==> config.mk <==
export PLATFORM = sky130hd
export DESIGN_NAME = neighbor_table_aging
export DESIGN_NICKNAME = d
export VERILOG_FILES = /design/src/design/nta_pkg.sv /design/src/design/nta_age_unit.sv /design/src/design/neighbor_table_aging.sv
export SDC_FILE = /design/constraint.sdc
export NUM_CORES = 1
export LEC_CHECK = 0
export ABC_AREA = 1
export BUFFER_PORTS_ARGS = -buffer_cell sky130_fd_sc_hd__buf_2
export CAP_MARGIN = 20
export CORE_ASPECT_RATIO = 1.1
export CORE_MARGIN = 5
export CORE_UTILIZATION = 54
export DETAILED_ROUTE_END_ITERATION = 12
export PLACE_DENSITY = 0.75
export SYNTH_ARGS = -nofsm -noshare
export SYNTH_HDL_FRONTEND = slang
export SYNTH_SLANG_ARGS = --single-unit
==> constraint.sdc <==
create_clock -name aclk -period 19.9 [get_ports aclk]
set_clock_uncertainty 0.15 [all_clocks]
set_input_delay 0.995 -clock aclk [delete_from_list [all_inputs] [get_ports aclk]]
set_output_delay 0.995 -clock aclk [all_outputs]
set_load 0.005 [all_outputs]
==> src/design/nta_pkg.sv <==
`default_nettype none
// ----------------------------------------------------------------------------
// nta_pkg
// Shared types and constants for the neighbor table with aging.
// ----------------------------------------------------------------------------
package nta_pkg;

    localparam int TABLE_ENTRIES = 8;
    localparam int IDX_W = (TABLE_ENTRIES > 1) ? $clog2(TABLE_ENTRIES) : 1;
    localparam int CNT_W = $clog2(TABLE_ENTRIES + 1);

    localparam int ID_W      = 16;
    localparam int TIME_W    = 32;
    localparam int RSSI_W    = 9;
    localparam int SNR_W     = 8;
    localparam int LIMIT_W   = 24;
    localparam int DENSITY_W = 12;
    localparam int SLOT_W    = 3;
    localparam int COUNT_W   = 4;

    localparam int S_DATA_W = 72;
    localparam int M_DATA_W = 24;

    localparam logic [LIMIT_W-1:0] STALE_RESET = 24'd180000;

    // Moving average weights, 0.3 and 0.7 in steps of 1/256
    localparam int DENS_PROD_W = 19;
    localparam int DENS_SUM_W  = 15;
    localparam logic [DENS_PROD_W-1:0] DENS_OLD_WEIGHT = 19'd77;
    localparam logic [DENS_SUM_W-1:0]  DENS_NEW_WEIGHT = 15'd179;
    localparam logic [DENS_SUM_W-1:0]  DENSITY_MAX     = 15'd4095;

    localparam logic ACT_HEARD = 1'b0;
    localparam logic ACT_TICK  = 1'b1;

    typedef enum logic [2:0] {
        ST_IDLE,
        ST_HEARD_SCAN,
        ST_HEARD_WRITE,
        ST_TICK_SCAN,
        ST_DENSITY,
        ST_DONE
    } nta_state_t;

    typedef struct packed {
        logic [ID_W-1:0]   id;
        logic [TIME_W-1:0] stamp;
        logic [RSSI_W-1:0] rssi;
        logic [SNR_W-1:0]  snr;
    } entry_t;

    typedef struct packed {
        logic [TIME_W-1:0] age;
        logic              older;
        logic              stale;
    } age_res_t;

endpackage : nta_pkg
`default_nettype wire

==> src/design/nta_age_unit.sv <==
`default_nettype none
// ----------------------------------------------------------------------------
// nta_age_unit
// Shared age unit: one modulo-2^32 subtract and two compares per cycle.
// ----------------------------------------------------------------------------
module nta_age_unit
    import nta_pkg::*;
(
    input  wire logic [TIME_W-1:0]  now,
    input  wire logic [TIME_W-1:0]  stamp,
    input  wire logic [TIME_W-1:0]  worst,
    input  wire logic [LIMIT_W-1:0] limit,
    output age_res_t                res
);

    logic [TIME_W-1:0] age;

    assign age = now - stamp;

    always_comb begin
        res.age   = age;
        res.older = (age > worst);
        res.stale = (age >= TIME_W'(limit));
    end

endmodule : nta_age_unit
`default_nettype wire

==> src/design/neighbor_table_aging.sv <==
`default_nettype none
// ----------------------------------------------------------------------------
// neighbor_table_aging
// Packed table of heard radio neighbors with eviction of the oldest entry,
// removal of stale entries on a tick and a moving average of the live count.
// ----------------------------------------------------------------------------
//
//  channel   dir   handshake           contents
//  s_        in    s_tvalid/s_tready   heard request or tick request
//  m_        out   m_tvalid/m_tready   slot, evicted, peer count, density
//  cfg_      in    cfg_valid/cfg_ready stale limit in ms
//
//  Steps: a tick walks all live entries, then updates the density; a heard
//  request walks entries up to a match or the end of the live entries, then
//  writes its slot; both then load the result into the output register.
//  The shared age unit walks one table entry per cycle.
//  Reset: the table empties (live count cleared), density returns to zero and
//  the stale limit to 180000 ms.
//  Stalls: the result sits in an output register; a finished request waits
//  in its last step while an earlier result is still not taken.
//
module neighbor_table_aging
    import nta_pkg::*;
(
    input  wire logic                 aclk,
    input  wire logic                 aresetn,

    input  wire logic                 s_tvalid,
    output logic                      s_tready,
    // [15:0] peer_id, [47:16] now_ms, [56:48] rssi, [64:57] snr_quarter_db
    input  wire logic [S_DATA_W-1:0]  s_tdata,
    // [0] action
    input  wire logic                 s_tuser,

    output logic                      m_tvalid,
    input  wire logic                 m_tready,
    // [2:0] slot, [3] evicted, [7:4] peer_count, [19:8] density
    output logic [M_DATA_W-1:0]       m_tdata,

    input  wire logic                 cfg_valid,
    output logic                      cfg_ready,
    input  wire logic [LIMIT_W-1:0]   cfg_data
);

    // ------------------------------------------------------------------
    // Registers
    // ------------------------------------------------------------------
    nta_state_t           state_reg, state_next;

    logic                 act_reg;
    logic [ID_W-1:0]      id_reg;
    logic [TIME_W-1:0]    now_reg;
    logic [RSSI_W-1:0]    rssi_reg;
    logic [SNR_W-1:0]     snr_reg;

    logic [CNT_W-1:0]     scan_reg, scan_next;
    logic [CNT_W-1:0]     wr_reg, wr_next;
    logic [CNT_W-1:0]     count_reg, count_next;
    logic [IDX_W-1:0]     victim_reg, victim_next;
    logic [TIME_W-1:0]    worst_reg, worst_next;
    logic [IDX_W-1:0]     target_reg, target_next;
    logic                 evict_reg, evict_next;
    logic [DENSITY_W-1:0] density_reg, density_next;
    logic [LIMIT_W-1:0]   limit_reg;
    logic                 m_tvalid_reg, m_tvalid_next;
    logic [M_DATA_W-1:0]  m_tdata_reg, m_tdata_next;

    // Table payload; valid entries are slots 0 .. count_reg-1
    entry_t               entry_reg [TABLE_ENTRIES];

    logic                 ent_we;
    logic [IDX_W-1:0]     ent_waddr;
    entry_t               ent_wdata;

    // ------------------------------------------------------------------
    // Datapath helpers
    // ------------------------------------------------------------------
    logic                 s_accept;
    logic                 out_free;
    logic                 scan_in;
    logic                 id_match;
    entry_t               rd_entry;
    age_res_t             age_res;

    logic [DENS_PROD_W-1:0] dens_prod;
    logic [DENS_SUM_W-1:0]  dens_sum;

    assign s_accept = s_tvalid && s_tready;
    assign out_free = !m_tvalid_reg || m_tready;
    assign scan_in  = (scan_reg < count_reg);
    assign rd_entry = entry_reg[scan_reg[IDX_W-1:0]];
    assign id_match = (rd_entry.id == id_reg);

    nta_age_unit u_age (
        .now   (now_reg),
        .stamp (rd_entry.stamp),
        .worst (worst_reg),
        .limit (limit_reg),
        .res   (age_res)
    );

    // density = (77*density + 179*count*256) >> 8; the second term is a
    // whole multiple of 256, so only the first one is shifted.
    assign dens_prod = DENS_PROD_W'(density_reg) * DENS_OLD_WEIGHT;
    assign dens_sum  = DENS_SUM_W'(dens_prod[DENS_PROD_W-1:8])
                     + DENS_SUM_W'(count_reg) * DENS_NEW_WEIGHT;

    assign cfg_ready = 1'b1;
    assign m_tvalid  = m_tvalid_reg;
    assign m_tdata   = m_tdata_reg;

    // ------------------------------------------------------------------
    // Next state
    // ------------------------------------------------------------------
    always_comb begin
        state_next = state_reg;
        case (state_reg)
            ST_IDLE: begin
                if (s_tvalid) begin
                    state_next = (s_tuser == ACT_TICK) ? ST_TICK_SCAN : ST_HEARD_SCAN;
                end
            end
            ST_HEARD_SCAN: begin
                if (!scan_in || id_match) begin
                    state_next = ST_HEARD_WRITE;
                end
            end
            ST_HEARD_WRITE: state_next = ST_DONE;
            ST_TICK_SCAN: begin
                if (!scan_in) begin
                    state_next = ST_DENSITY;
                end
            end
            ST_DENSITY: state_next = ST_DONE;
            ST_DONE: begin
                if (out_free) begin
                    state_next = ST_IDLE;
                end
            end
            default: state_next = ST_IDLE;
        endcase
    end

    // ------------------------------------------------------------------
    // Outputs and datapath
    // ------------------------------------------------------------------
    always_comb begin
        s_tready      = 1'b0;
        scan_next     = scan_reg;
        wr_next       = wr_reg;
        count_next    = count_reg;
        victim_next   = victim_reg;
        worst_next    = worst_reg;
        target_next   = target_reg;
        evict_next    = evict_reg;
        density_next  = density_reg;
        m_tvalid_next = m_tvalid_reg;
        m_tdata_next  = m_tdata_reg;
        ent_we        = 1'b0;
        ent_waddr     = target_reg;
        ent_wdata     = '{id: id_reg, stamp: now_reg, rssi: rssi_reg, snr: snr_reg};

        // Drop the result once the sink takes it
        if (m_tready) begin
            m_tvalid_next = 1'b0;
        end

        case (state_reg)
            ST_IDLE: begin
                s_tready = 1'b1;
                if (s_tvalid) begin
                    scan_next   = '0;
                    wr_next     = '0;
                    worst_next  = '0;
                    victim_next = '0;
                    target_next = '0;
                    evict_next  = 1'b0;
                end
            end
            ST_HEARD_SCAN: begin
                if (!scan_in) begin
                    // No match: first empty slot, else the oldest entry
                    if (count_reg == CNT_W'(TABLE_ENTRIES)) begin
                        evict_next  = 1'b1;
                        target_next = victim_reg;
                    end else begin
                        target_next = IDX_W'(count_reg);
                    end
                end else if (id_match) begin
                    target_next = scan_reg[IDX_W-1:0];
                end else begin
                    // Strict compare keeps the lowest slot on a tie
                    if (scan_reg == '0 || age_res.older) begin
                        victim_next = scan_reg[IDX_W-1:0];
                        worst_next  = age_res.age;
                    end
                    scan_next = scan_reg + 1'b1;
                end
            end
            ST_HEARD_WRITE: begin
                ent_we    = 1'b1;
                ent_waddr = target_reg;
                if (CNT_W'(target_reg) == count_reg) begin
                    count_next = count_reg + 1'b1;
                end
            end
            ST_TICK_SCAN: begin
                if (scan_in) begin
                    // Keep a live entry by moving it down to the write point
                    if (!age_res.stale) begin
                        ent_we    = 1'b1;
                        ent_waddr = wr_reg[IDX_W-1:0];
                        ent_wdata = rd_entry;
                        wr_next   = wr_reg + 1'b1;
                    end
                    scan_next = scan_reg + 1'b1;
                end else begin
                    count_next = wr_reg;
                end
            end
            ST_DENSITY: begin
                density_next = (dens_sum > DENSITY_MAX) ? '1 : dens_sum[DENSITY_W-1:0];
            end
            ST_DONE: begin
                if (out_free) begin
                    m_tvalid_next = 1'b1;
                    m_tdata_next  = M_DATA_W'({density_reg, COUNT_W'(count_reg),
                                               evict_reg, SLOT_W'(target_reg)});
                end
            end
            default: ;
        endcase
    end

    // ------------------------------------------------------------------
    // Control registers
    // ------------------------------------------------------------------
    always_ff @(posedge aclk) begin
        if (!aresetn) begin
            state_reg    <= ST_IDLE;
            scan_reg     <= '0;
            wr_reg       <= '0;
            count_reg    <= '0;
            victim_reg   <= '0;
            worst_reg    <= '0;
            target_reg   <= '0;
            evict_reg    <= 1'b0;
            density_reg  <= '0;
            limit_reg    <= STALE_RESET;
            m_tvalid_reg <= 1'b0;
        end else begin
            state_reg    <= state_next;
            scan_reg     <= scan_next;
            wr_reg       <= wr_next;
            count_reg    <= count_next;
            victim_reg   <= victim_next;
            worst_reg    <= worst_next;
            target_reg   <= target_next;
            evict_reg    <= evict_next;
            density_reg  <= density_next;
            m_tvalid_reg <= m_tvalid_next;
            if (cfg_valid && cfg_ready) begin
                limit_reg <= cfg_data;
            end
        end
    end

    // ------------------------------------------------------------------
    // Payload registers
    // ------------------------------------------------------------------
    always_ff @(posedge aclk) begin
        m_tdata_reg <= m_tdata_next;
        if (s_accept) begin
            act_reg  <= s_tuser;
            id_reg   <= s_tdata[15:0];
            now_reg  <= s_tdata[47:16];
            rssi_reg <= s_tdata[56:48];
            snr_reg  <= s_tdata[64:57];
        end
        if (ent_we) begin
            entry_reg[ent_waddr] <= ent_wdata;
        end
    end

    // ------------------------------------------------------------------
    // Assertions
    // ------------------------------------------------------------------
    a_count_range: assert property (@(posedge aclk) disable iff (!aresetn)
        count_reg <= CNT_W'(TABLE_ENTRIES))
        else $error("live count above table size");

    a_busy_after_accept: assert property (@(posedge aclk) disable iff (!aresetn)
        s_accept |=> !s_tready)
        else $error("request accepted while previous one in progress");

    a_result_from_done: assert property (@(posedge aclk) disable iff (!aresetn)
        $rose(m_tvalid_reg) |-> $past(state_reg == ST_DONE))
        else $error("result loaded outside final step");

    a_compact_order: assert property (@(posedge aclk) disable iff (!aresetn)
        (state_reg == ST_TICK_SCAN) |-> (wr_reg <= scan_reg))
        else $error("compaction write point passed read point");

    a_heard_nonempty: assert property (@(posedge aclk) disable iff (!aresetn)
        (state_reg == ST_HEARD_WRITE) |=> (count_reg != '0))
        else $error("table empty after heard write");

    a_tick_kind: assert property (@(posedge aclk) disable iff (!aresetn)
        (state_reg == ST_HEARD_SCAN) |-> (act_reg == ACT_HEARD))
        else $error("tick request walking heard path");

endmodule : neighbor_table_aging
`default_nettype wire

==> results of run 1 <==
==> cell usage after synthesis (18+ instances only) <==
library cell / count
nand2_1: 714
edfxtp_1: 452
inv_1: 357
nor2_1: 347
o21ai_0: 200
ha_1: 163
a21oi_1: 109
dfxtp_1: 94
nand3_1: 84
clkbuf_1: 70
o22ai_1: 62
o21ai_1: 56
nand4_1: 37
xor2_1: 26
fa_1: 25
buf_2: 21
xnor2_1: 18
==> per-stage QoR <==
step                      setup WS [ns]  hold slack [ns]   util
after global placement            11.92            0.304  0.565
after global routing              10.89            0.338  0.601
after detailed placement          11.70            0.318  0.565
after floorplan                   13.06            0.259      -
final                             11.59            0.317  0.601
after CTS                         11.54            0.321  0.601
==> metal layers <==
| metal | routed length, microns | share of wire |
|---|---|---|
| met2 | 32500 | 0.49 |
| met4 | 1840 | 0.028 |
| met3 | 4840 | 0.073 |
| met1 | 27100 | 0.41 |
| met5 | 0 | 0 |
==> layout make-up <==
class | count | area, sq um | area share
clock buffers | 75 | 1580 | 0.0513
clock inverters | 25 | 241 | 0.00783
inverters | 360 | 1350 | 0.0439
multi-input cells | 1958 | 10700 | 0.346
flip-flops and latches | 546 | 15500 | 0.501
well taps | 667 | 835 | 0.0271
repair buffers | 122 | 696 | 0.0226
==> critical path, stage by stage (launching register included) <==
cell and delay (ns):
dfxtp_4 0.69, buf_4 0.75, buf_4 0.76, o21ai_0 0.24, o22ai_1 0.25, nand2_1 0.07
nand2_1 0.10, inv_1 0.07, ha_1 0.35, nand2_1 0.13, nor2_1 0.21, and3_1 0.18
nand2_1 0.06, nand2_1 0.14, a31oi_1 0.13, xnor2_1 0.41, ha_1 0.35, a21oi_1 0.13
o21ai_0 0.10, o21bai_1 0.18, nor2_1 0.15, nand3_1 0.11, nor2_2 0.35, nand3_4 0.38
nand2_1 0.19, nand3_1 0.33, nor2_4 0.19, buf_4 0.67
==> kinds of logic after synthesis <==
logic type,count (synthesis)
AOI/OAI and AO/OA,482
DFF,546
other,2
buffers and inverters,478
and+or+nand+nor,1239
xor gates and xnor gates,44
adders and majority gates,188
==> worst paths after layout <==
| check | from | to | slack [ns] | cells after the start |
|---|---|---|---|---|
| max | register | entry_reg[0][45] | 11.59 | 27 |
| min | limit_reg[20] | limit_reg[20] | 0.32 | 2 |
| max reg2reg | register | entry_reg[0][45] | 11.59 | 27 |
| min reg2reg | limit_reg[20] | limit_reg[20] | 0.32 | 2 |
==> flow_summary.toml, run 1 <==
[global_routing]
busiest_layer = "met2"
grt_pass1_wl_mm = 106
grtUsageMet1 = 0.307
antenna_found_initial = 0
track_usage = 0.231
overflow = 0
grt_util_met3 = 0.0322
grt_start_max_net_pins = 114
grt_pass1_vias = 20800
met2_usage = 0.394

[detailed_routing]
ant_nets = 0
num_vias = 20900
wl_per_cell_microns = 17.7
first_pass_iters = 5
finalWirelength_mm = 66.3
drt_iter0_drc = 1598
viasPerCell = 5.57
drc = 0

[logic_synthesis]
ys.flop_type = "edfxtp_1"
yosysTopAreaCell = "edfxtp_1"
synthSimpleGateAreaFrac = 0.179
synth_xor_xnor_area_share = 0.0138
syn_area_sq_mm = 0.0280
yosysWarnings = 0
synthMuxAreaShare = 0
yosysUniqueCellTypes = 49
ys_seq_area_frac = 0.553
synthAdderAreaFrac = 0.0908
synth_compound_area_frac = 0.0941
synthCells = 2979
avgSynthCellArea_sq_um = 9.39
ys_top_cells_by_area = "edfxtp_1, nand2_1, ha_1, dfxtp_1, inv_1"
synth_top_family_by_area = "simple AND/OR/NAND/NOR gates"
synth-async-reset-ratio = 0
synth_seq_cells = 546
synth-edff-count = 452
synth_top_area_frac = 0.485

[worst_setup_path]
required_ns = 19.98
worstPathArrival_ns = 8.39
start_kind = "register"
crit_type = "register to register"
cp_max_fo = 81
end_kind = "register"

[floorplan]
die_h_microns = 249
core_sq_mm = 0.0513
initial_utilization = 0.546
die_x_microns = 227
rows = 87
io-pin-count = 129
die_area_sq_mm = 0.0565

[placement]
dp_hpwl_mm = 41.6
dp_cells = 3651
gp_congestion = 0.906
place_area_sq_mm = 0.0290
portBuffers = 99

[cells_and_area]
largest_reg_flops = 384
fin_cells = 3753
diodes = 0
nFillCells = 4141
design_area_sq_mm = 0.0308
mostFrequentLayoutCell = "nand2_1"
drive_gt1_frac = 0.0810
final_cell_mix = "nand2_1, edfxtp_1, inv_1"
syn_to_final_growth_pct = 10.2
fin_nets = 3332

[clock_tree]
cts_made_buffers = 54
insertion_delay_ns = 0.61
tritoncts = "yes"
cts_max_path_buffers = 3
cts_repair_resize_count = 0
post_cts_buffers = 0
ctsRootBufferMaster = "clkbuf_16"
clk_pin_slew_worst_paths_ns = 0.07
cts_hold_buf = 0
cts.sinks = 546
htreeDepth = 2

[run_status]
outcome = "complete, no violations"

[timing]
fin_crit_sh = 0.417
worst_pin_slew_ns = 0.947
max_freq_ghz = 0.120
setup_viol = 0
hold_viol = 0
post-route-min-period_ns = 8.31
fin_setup_tns_ns = 0
rsz0062_at_grt = "false"
relSlewSlack = 0.369
maxSlewViolCount = 0

[run]
drv_cap = 0

[hold_path]
hold_class = "register to register"
Power of run 1 is left out: the tool's default activity adds up to more than one toggle a clock period on the data nets, which glitch-free logic cannot reach.
==> inputs of run 2 (changes only) <==
Clock period 19.9 ns to 7.8 ns, I/O delays scaled along.
==> run 2 against run 1 <==
  * Worst setup slack worse by 11 ns
  * Global-route usage up 0.60 points
  * Clock-buffer cell count decreased by 3
  * Register-to-register slack got worse by 11 ns
  * Maximum frequency increased by 20%
  * Non-clock buffer count rose by 87
  * Largest cell class unchanged
  * Flip-flop and latch count did not move
  * Routed wire length is 2.8% higher
==> flow_summary.toml, run 2 (synthesis results as in run 1) <==
[run_status]
outcome = "complete, no violations"

[clock_tree]
cts_repair_resize_count = 0
cts_max_path_buffers = 3
cts.sinks = 546
tritoncts = "yes"
clk_pin_slew_worst_paths_ns = 0.06
insertion_delay_ns = 0.61
cts_hold_buf = 75
ctsRootBufferMaster = "clkbuf_16"
htreeDepth = 2
post_cts_buffers = 0
cts_made_buffers = 54

[power_and_ir_drop]
switchingPower_mw = 6.98
p_int_mw = 7.97
finalPower_mw = 14.9
p_comb_frac = 0.570
ir_drop_v = 0.000327
p_leak_nw = 13.6
clock_power_share = 0.174
powerDensity_mw_per_mm2 = 471
p_sw_frac = 0.467
p_seq_frac = 0.256

[detailed_routing]
ant_nets = 0
finalWirelength_mm = 68.2
num_vias = 21200
drt_iter0_drc = 1628
wl_per_cell_microns = 17.8
first_pass_iters = 5
drc = 0
viasPerCell = 5.54

[timing]
relSlewSlack = 0.371
worst_pin_slew_ns = 0.944
fin_crit_sh = 0.889
layout_setup_ws_ns = 0.869
maxSlewViolCount = 0
setup_viol = 0
fin_setup_tns_ns = 0
max_freq_ghz = 0.144
post-route-min-period_ns = 6.93
hold_viol = 0
rsz0062_at_grt = "false"

[floorplan]
io-pin-count = 129
die_h_microns = 249
die_x_microns = 227
core_sq_mm = 0.0513
die_area_sq_mm = 0.0565
rows = 87
initial_utilization = 0.546

[placement]
post-place-ws_ns = 0.930
dp_hpwl_mm = 42.9
dp_cells = 3663
gp_congestion = 0.928
portBuffers = 99

[cells_and_area]
fin_nets = 3419
syn_to_final_growth_pct = 13.5
largest_reg_flops = 384
fin_cells = 3834
mostFrequentLayoutCell = "nand2_1"
utilization = 0.619
nFillCells = 4032
diodes = 0
drive_gt1_frac = 0.0805
final_cell_mix = "nand2_1, edfxtp_1, inv_1"

[worst_setup_path]
start_kind = "register"
crit_type = "register to register"
end_kind = "register"
required_ns = 7.97
worstPathArrival_ns = 7.10
cp_max_fo = 56
r2r-end = "entry_reg[6][40]"
reg2reg_setup_slack_ns = 0.87
rr_worst_depth = 25

[hold_path]
min_path_cells = 2
hold_class = "primary input to register"
whs_endpoint = "limit_reg[11]"
holdCritStartpoint = "cfg_valid"

[global_routing]
grt_pass1_wl_mm = 108
antenna_found_initial = 0
grt_start_max_net_pins = 114
track_usage = 0.237
grt_pass1_vias = 21100
overflow = 0

[run]
drv_cap = 0
-- run 2: metrics by stage --
| step | cell area, sq um | hold WS [ns] |
|---|---|---|
| floorplan | 28000 | 0.259 |
| global placement | 29200 | 0.306 |
| detailed placement | 29200 | 0.307 |
| CTS | 31700 | 0.0154 |
| global route | 31700 | 0.0459 |
| finish | 31700 | 0.0440 |
-- run 2: metal layers --
metal,GRT usage,up-vias,share of wire
li1,-,10300,-
met1,0.311,9958,0.41
met2,0.404,848,0.49
met3,0.0313,163,0.070
met4,0.0854,0,0.032
met5,0,-,0
-- run 2: worst max-delay path by stage --
stage                         from                to  slack, ns  depth (start not counted)
after CTS                 register  entry_reg[1][52]       0.84                         27
final                     register  entry_reg[6][40]       0.87                         25
after floorplan           register  entry_reg[0][17]       0.96                         32
after global routing      register  entry_reg[2][38]       0.49                         25
after global placement    register  entry_reg[0][18]       1.13                         26
after detailed placement  register  entry_reg[1][42]       0.93                         29
-- run 2: critical path, cell delays in order, from the launching register on --
cell and delay [ns]:
dfxtp_4 0.71, buf_4 0.61, o21ai_0 0.19, o22ai_1 0.20
nand2_1 0.09, nand2_1 0.08, inv_1 0.07, ha_1 0.35
nand2_1 0.12, nor2_1 0.20, and3_1 0.18, nand2_1 0.06
nand2_1 0.14, a31oi_1 0.14, xnor2_1 0.43, ha_1 0.35
a21oi_1 0.12, o21ai_0 0.09, o21bai_1 0.17, nor2_1 0.16
nand3_1 0.11, nor2_2 0.34, nand3_4 0.15, buf_4 0.36
buf_4 0.41, o21ai_1 0.54
-- run 2: final cells by class --
| class | instances | area [sq um] | area share |
|---|---|---|---|
| Tap cell | 667 | 835 | 0.0263 |
| Clock inverter | 22 | 277 | 0.00871 |
| Multi-Input combinational cell | 1958 | 10700 | 0.336 |
| Sequential cell | 546 | 15500 | 0.487 |
| Clock buffer | 72 | 1470 | 0.0462 |
| Timing Repair Buffer | 209 | 1690 | 0.0531 |
| Inverter | 360 | 1350 | 0.0426 |
-- run 2: power by group through the flow --
stage,clock network (mW),registers (mW),logic [mW]
2_1_floorplan,0,3.75,6.27
3_5_place_dp,0,3.88,8.28
4_1_cts,2.63,3.82,8.41
3_3_place_gp,0,3.87,7.93
5_1_grt,2.75,3.85,9.67
6_report,2.60,3.82,8.53
Power figures use the tool's default switching activity.
